### config.mk
export PLATFORM = sky130hd
export DESIGN_NAME = sample_clock_timestamp_unit_core
export DESIGN_NICKNAME = d
export VERILOG_FILES = /design/src/hdl/sctu_pkg.sv /design/src/hdl/sample_clock_timestamp_unit_core.sv
export SDC_FILE = /design/constraint.sdc
export NUM_CORES = 2
export LEC_CHECK = 0
export BUFFER_PORTS_ARGS = -buffer_cell sky130_fd_sc_hd__clkbuf_2
export CAP_MARGIN = 20
export CORE_MARGIN = 2
export CORE_UTILIZATION = 55
export CTS_CLUSTER_SIZE = 24
export DETAILED_ROUTE_END_ITERATION = 6
export GPL_ROUTABILITY_DRIVEN = 0
export PLACE_DENSITY = 0.83
export REMOVE_ABC_BUFFERS = 1
export SYNTH_ARGS = -nofsm -noshare
export SYNTH_HDL_FRONTEND = slang
export SYNTH_SLANG_ARGS = --single-unit
### constraint.sdc
create_clock -name clk -period 11.7 [get_ports clk]
set_input_delay 2.34 -clock clk [delete_from_list [all_inputs] [get_ports clk]]
set_output_delay 2.34 -clock clk [all_outputs]
set_load 0.005 [all_outputs]
### src/hdl/sctu_pkg.sv
// Package: widths, constants and sequencer states of the sample clock timestamp unit.
package sctu_pkg;

  localparam int SAMPLE_BITS = 48;
  localparam int RATE_BITS   = 20;
  localparam int TIME_BITS   = 64;

  // Nanoseconds per second and the bits it needs
  localparam int NS_BITS = 30;
  localparam logic [NS_BITS-1:0] NS_PER_SEC = NS_BITS'(1000000000);

  // Elapsed count is multiplied in two halves
  localparam int LO_BITS   = SAMPLE_BITS / 2;
  localparam int HI_BITS   = SAMPLE_BITS - LO_BITS;
  localparam int MUL_BITS  = HI_BITS + NS_BITS;
  localparam int PROD_BITS = SAMPLE_BITS + NS_BITS;

  // Quotient plus rounding, wide enough to see a carry past 64 bits
  localparam int QX_BITS  = ((PROD_BITS > TIME_BITS) ? PROD_BITS : TIME_BITS) + 1;
  localparam int CNT_BITS = $clog2(PROD_BITS + 1);

  typedef enum logic [2:0] {
    ST_IDLE,
    ST_MUL_LO,
    ST_MUL_HI,
    ST_SUM,
    ST_DIV,
    ST_ROUND,
    ST_ADD,
    ST_EMIT
  } sctu_state_t;

endpackage

### src/hdl/sample_clock_timestamp_unit_core.sv
// Sample clock timestamp unit: device sample count to monotonic nanosecond time.
//
//  channel | handshake           | payload
//  --------+---------------------+-------------------------------------------------
//  in      | in_valid, in_stall  | device_ok, sample_time, sample_rate, system_time_ns
//  out     | out_valid, out_stall| time_ns, locked
//
// Fallback or re-anchor: the sequencer goes from idle straight to the output load state.
// Derived time: multiply of the low and high halves, a dividend add, one divide step per
// dividend bit on the shared subtractor, rounding, anchor add and output load.
// A waiting result does not block the next transfer; a full, stalled output register holds
// the sequencer in its last state. Synchronous reset clears anchor, last time and out_valid.
module sample_clock_timestamp_unit_core (
  input  logic                             clk,
  input  logic                             rst,
  input  logic                             in_valid,
  output logic                             in_stall,
  input  logic                             device_ok,
  input  logic [sctu_pkg::SAMPLE_BITS-1:0] sample_time,
  input  logic [sctu_pkg::RATE_BITS-1:0]   sample_rate,
  input  logic [sctu_pkg::TIME_BITS-1:0]   system_time_ns,
  output logic                             out_valid,
  input  logic                             out_stall,
  output logic [sctu_pkg::TIME_BITS-1:0]   time_ns,
  output logic                             locked
);
  import sctu_pkg::*;

  sctu_state_t state, state_next;

  // Architectural state
  logic [TIME_BITS-1:0]   last_time;
  logic [SAMPLE_BITS-1:0] anchor_samples;
  logic [TIME_BITS-1:0]   anchor_time;
  logic [RATE_BITS-1:0]   anchor_rate;
  logic                   anchor_held;
  logic                   lock_flag;

  // Working registers
  logic [SAMPLE_BITS-1:0] elapsed;
  logic [MUL_BITS-1:0]    prod_lo;
  logic [MUL_BITS-1:0]    prod_hi;
  logic [PROD_BITS-1:0]   dvd;
  logic [RATE_BITS-1:0]   rem;
  logic [CNT_BITS-1:0]    cnt;
  logic [TIME_BITS-1:0]   scaled;
  logic [TIME_BITS-1:0]   cand;

  // Control
  logic accept;
  logic emit_go;
  logic fallback;
  logic reanchor;

  // Datapath nets
  logic [HI_BITS-1:0]     mul_a;
  logic [MUL_BITS-1:0]    mul_out;
  logic [RATE_BITS:0]     sub_a;
  logic [RATE_BITS+1:0]   sub_diff;
  logic                   sub_ge;
  logic [QX_BITS-1:0]     q_round;
  logic [TIME_BITS:0]     anchor_sum;
  logic [TIME_BITS-1:0]   clamped;

  // Request classification
  assign fallback = !device_ok || (sample_rate == '0);
  assign reanchor = !anchor_held || (sample_rate != anchor_rate) ||
                    (sample_time < anchor_samples);

  // Next state
  always_comb begin
    state_next = state;
    unique case (state)
      ST_IDLE: begin
        if (accept) begin
          state_next = (fallback || reanchor) ? ST_EMIT : ST_MUL_LO;
        end
      end
      ST_MUL_LO: state_next = ST_MUL_HI;
      ST_MUL_HI: state_next = ST_SUM;
      ST_SUM:    state_next = ST_DIV;
      ST_DIV: begin
        if (cnt == CNT_BITS'(1)) begin
          state_next = ST_ROUND;
        end
      end
      ST_ROUND:  state_next = ST_ADD;
      ST_ADD:    state_next = ST_EMIT;
      ST_EMIT: begin
        if (emit_go) begin
          state_next = ST_IDLE;
        end
      end
      default:   state_next = ST_IDLE;
    endcase
  end

  // Control outputs
  always_comb begin
    in_stall = 1'b1;
    emit_go  = 1'b0;
    unique case (state)
      ST_IDLE: in_stall = 1'b0;
      ST_EMIT: emit_go  = !out_valid || !out_stall;
      default: begin
        in_stall = 1'b1;
      end
    endcase
  end

  assign accept = in_valid && !in_stall;

  always_ff @(posedge clk) begin
    if (rst) begin
      state <= ST_IDLE;
    end else begin
      state <= state_next;
    end
  end

  // Shared multiplier: one half of the elapsed count times 1e9
  assign mul_a   = (state == ST_MUL_HI) ? elapsed[SAMPLE_BITS-1:LO_BITS]
                                        : HI_BITS'(elapsed[LO_BITS-1:0]);
  assign mul_out = MUL_BITS'(mul_a) * MUL_BITS'(NS_PER_SEC);

  // Shared subtractor: divide step, then the half-remainder compare
  assign sub_a    = (state == ST_ROUND) ? {rem, 1'b0} : {rem, dvd[PROD_BITS-1]};
  assign sub_diff = {1'b0, sub_a} - {2'b00, anchor_rate};
  assign sub_ge   = !sub_diff[RATE_BITS+1];

  // Rounded quotient, saturating to 64 bits
  assign q_round = QX_BITS'(dvd) + QX_BITS'(sub_ge);

  // Anchor plus scaled time, saturating
  assign anchor_sum = {1'b0, anchor_time} + {1'b0, scaled};

  // Never below the last emitted time
  assign clamped = (cand < last_time) ? last_time : cand;

  // Anchor and lock state
  always_ff @(posedge clk) begin
    if (rst) begin
      anchor_samples <= '0;
      anchor_time    <= '0;
      anchor_rate    <= '0;
      anchor_held    <= 1'b0;
      lock_flag      <= 1'b0;
      last_time      <= '0;
    end else begin
      if (accept) begin
        if (fallback) begin
          anchor_held <= 1'b0;
          lock_flag   <= 1'b0;
        end else begin
          lock_flag <= 1'b1;
          if (reanchor) begin
            anchor_samples <= sample_time;
            anchor_rate    <= sample_rate;
            anchor_time    <= (last_time != '0) ? last_time : system_time_ns;
            anchor_held    <= 1'b1;
          end
        end
      end
      if (emit_go) begin
        last_time <= clamped;
      end
    end
  end

  // Working datapath
  always_ff @(posedge clk) begin
    unique case (state)
      ST_IDLE: begin
        elapsed <= sample_time - anchor_samples;
        if (fallback) begin
          cand <= system_time_ns;
        end else begin
          cand <= (last_time != '0) ? last_time : system_time_ns;
        end
      end
      ST_MUL_LO: prod_lo <= mul_out;
      ST_MUL_HI: prod_hi <= mul_out;
      ST_SUM: begin
        dvd <= (PROD_BITS'(prod_hi) << LO_BITS) + PROD_BITS'(prod_lo);
        rem <= '0;
        cnt <= CNT_BITS'(PROD_BITS);
      end
      ST_DIV: begin
        rem <= sub_ge ? sub_diff[RATE_BITS-1:0] : sub_a[RATE_BITS-1:0];
        dvd <= {dvd[PROD_BITS-2:0], sub_ge};
        cnt <= cnt - CNT_BITS'(1);
      end
      ST_ROUND: begin
        scaled <= (|q_round[QX_BITS-1:TIME_BITS]) ? '1 : q_round[TIME_BITS-1:0];
      end
      ST_ADD: begin
        cand <= anchor_sum[TIME_BITS] ? '1 : anchor_sum[TIME_BITS-1:0];
      end
      ST_EMIT: begin
        if (emit_go) begin
          time_ns <= clamped;
          locked  <= lock_flag;
        end
      end
      default: begin
        cand <= cand;
      end
    endcase
  end

  // Output register valid
  always_ff @(posedge clk) begin
    if (rst) begin
      out_valid <= 1'b0;
    end else if (emit_go) begin
      out_valid <= 1'b1;
    end else if (!out_stall) begin
      out_valid <= 1'b0;
    end
  end

endmodule

==> run_results.csv <==
group,metric,value,unit
clock_network,cts-root-buf,"clkbuf_16",
place,dp_hpwl,87.3,mm
route,drtIter0Drc,2886,
layout,final_cells,5909,
place,dpl_worst_slack,2540,ps
worst_setup_path,r2r-end,"prod_lo[53]",
clock_network,cts_setup_buffers,0,
route,postRouteAntennaNets,0,
clock_network,cts_sinks,638,
place,port-buffer-count,203,
timing,setup_viol,0,
worst_setup_path,reg2reg_setup_slack,2390,ps
synth,synthTopCellsByCount,"inv_1 (524), ha_1 (443), edfxtp_1 (436), nor2_1 (387), a21oi_1 (350)",
synth,synthTopCellsByArea,"edfxtp_1 (28%), ha_1 (12%), fa_1 (9.5%)",
clock_network,hold_buffers,0,
clock_network,ctsResizeCount,0,
layout,fin_nets,5570,
route,vias,35100,
place,placed_cell_area,48400,sq um
timing,rsz0062_at_grt,"false",
die,core_area,83600,sq um
die,die_w,294,microns
clock_network,cts_buffers,72,
route,drc,0,
layout,drive_above_1_share,10.4,%
layout,fillers,6591,
route,via_per_inst,5.94,
flow_run,maxCapViolCount,0,
clock_network,clkLatencyLatePin,650,ps
synth,synthArstFlopShare,0,%
hold_path,worstHoldPathCells,2,
synth,synth-edff-count,436,
worst_setup_path,critPathLaunchType,"register",
worst_setup_path,critical_path_class,"register to register",
global_routing,track_usage,26.4,%
worst_setup_path,crit_required,12140,ps
layout,finalInstanceArea,50800,sq um
worst_setup_path,endpoint_kind,"register",
layout,synthToLayoutAreaGrowth,9.42,%
timing,slew_viol_final,0,
timing,finClkSkew,33.4,ps
die,row_count,106,
global_routing,grt_overflow_total,0,
global_routing,grt_max_degree,145,
place,placed_cells,5774,
route,drtPass1Iterations,6,
synth,synth_cell_types,81,
die,dieArea,86700,sq um
synth,ys_warn_count,0,
hold_path,hold_end,"anchor_samples[8]",
clock_network,htreeDepth,3,
clock_network,cts_buffer_depth,3,
hold_path,hp-start,"anchor_samples[8]",
die,boundaryPins,204,
timing,fmax,107,MHz
worst_setup_path,r2r-start,"state[1]",
worst_setup_path,arrival,9750,ps
timing,setup_ws,2390,ps
synth,synth.most_common_cell,"inv_1",
hold_path,hold_class,"register to register",
synth,synth_top_area_share,28.2,%
clock_network,clkSlewWorstSetupHoldPaths,60,ps
timing,tightest_slew,1100,ps
synth,ys.flop_type,"edfxtp_1",
timing,min_period_over_period,79.6,%
global_routing,grt_pass1_vias,34900,
synth,netlist_instances,4627,
die,die_h,294,microns
synth,syn_avg_cell_area,10.0,sq um
timing,timing_hold_violations_final,0,
global_routing,antenna_found_initial,4,
synth,ys_seq_area_share,36.9,%
worst_setup_path,worstPathMaxFanout,26,
synth,netlist_area,46400,sq um
timing,relSlewSlack,25.5,%
synth,yosys.area.top_type,"edfxtp_1",
global_routing,grt_pass1_wl,183,mm
worst_setup_path,r2r_cells,26,
timing,fin_crit,9310,ps
run_status,run_status,"complete, no violations",
route,wire_per_inst,19.3,microns
die,initial_utilization,55.5,%
route,drt-total-wl,114,mm
synth,ys_ff_latch,638,
clock_network,cts_tree,"yes",
==> per-stage QoR <==
stage	hold slack, ps	TNS, ps	util, %
6_report	490	0	60.8
4_1_cts	496	0	60.7
3_5_place_dp	480	0	57.9
3_3_place_gp	472	0	57.9
2_1_floorplan	409	-1103770	-
5_1_grt	512	0	60.8
==> cells in the final DEF, fill, tap and decap left out, types with 66 or more instances in the layout <==
master / synthesis / layout
a211oi_1: 101 / 101
a221oi_1: 66 / 66
fa_1: 221 / 221
mux2i_1: 167 / 167
nor2_1: 387 / 385
xor2_1: 139 / 139
nand3_1: 81 / 81
ha_1: 443 / 443
a21oi_1: 350 / 347
nand2_1: 290 / 288
mux2_2: 73 / 73
inv_1: 524 / 524
dfxtp_1: 202 / 202
o21ai_0: 151 / 151
clkbuf_16: 0 / 72
a21o_1: 111 / 111
clkbuf_2: 0 / 202
edfxtp_1: 436 / 436
xnor2_1: 149 / 149
==> area by class of cell <==
class	count	area, sq um	area share (%)
antenna	3	7.51	0.0148
timing repair buffer	229	1250	2.46
sequential	638	17100	33.8
inverter	524	1970	3.87
clock inverter	38	377	0.742
tap	1080	1350	2.66
clock buffer	93	1940	3.82
multi-input combinational	3304	26700	52.7
==> cells by family (layout without fill, tap and decap cells) <==
group                      Yosys count  in the layout  synth area share [%]
xor gates and xnor gates           288            288                  5.44
muxes                              241            241                  5.41
buffers and inverters              685            884                  5.66
DFF                                638            638                  36.9
adders and majority gates          664            664                  21.5
and+or+nand+nor                   1139           1139                  11.7
other                                0              3                     0
AOI/OAI and AO/OA                  972            972                  13.4
==> how the worst max path moves through the flow <==
stage / start / endpoint / slack, ps
floorplan: state[0] / anchor_rate[0] / -7640
global placement: state[1] / prod_hi[53] / 2860
detailed placement: state[1] / prod_lo[53] / 2540
CTS: state[1] / prod_lo[53] / 2490
global route: state[1] / prod_lo[53] / 1930
finish: state[1] / prod_lo[53] / 2390
==> flip-flops by register name (all words and copies together), names as in the netlist <==
| register | count |
|---|---|
| anchor_rate | 20 |
| cnt | 7 |
| out_valid | 1 |
| prod_lo | 45 |
| locked | 1 |
| prod_hi | 45 |
| last_time | 64 |
| anchor_held | 1 |
| rem | 20 |
| state | 3 |
| anchor_time | 64 |
| dvd | 78 |
| scaled | 64 |
| time_ns | 64 |
| anchor_samples | 48 |
| lock_flag | 1 |
| cand | 64 |
| elapsed | 48 |
==> routing by layer <==
layer / vias to the layer above / GRT usage (%) / part of all wire, %
met1: 16800 / 32.9 / 40
met2: 1363 / 45.1 / 48
met3: 303 / 3.71 / 6.5
met5: - / 0 / 0.011
li1: 16700 / - / -
met4: 2 / 12.6 / 5.0
==> critical path, stage by stage (launching register included) <==
cell and delay [ps]:
dfxtp_1 660, nor3b_2 260, buf_4 410, mux2i_1 720
inv_1 270, xnor2_1 470, xnor2_1 220, fa_1 500
fa_1 530, fa_1 560, inv_1 70, fa_1 530
fa_1 550, inv_1 50, fa_1 510, inv_1 50
ha_1 350, and3_1 230, a221o_1 340, inv_1 70
o221ai_1 100, a31oi_1 280, o21ai_0 220, a311oi_1 400
o21ai_0 220, mux2_2 310, nor3_1 230
Power is left out: the tool's default activity adds up to more than one toggle a clock period on the data nets, which glitch-free logic cannot reach.
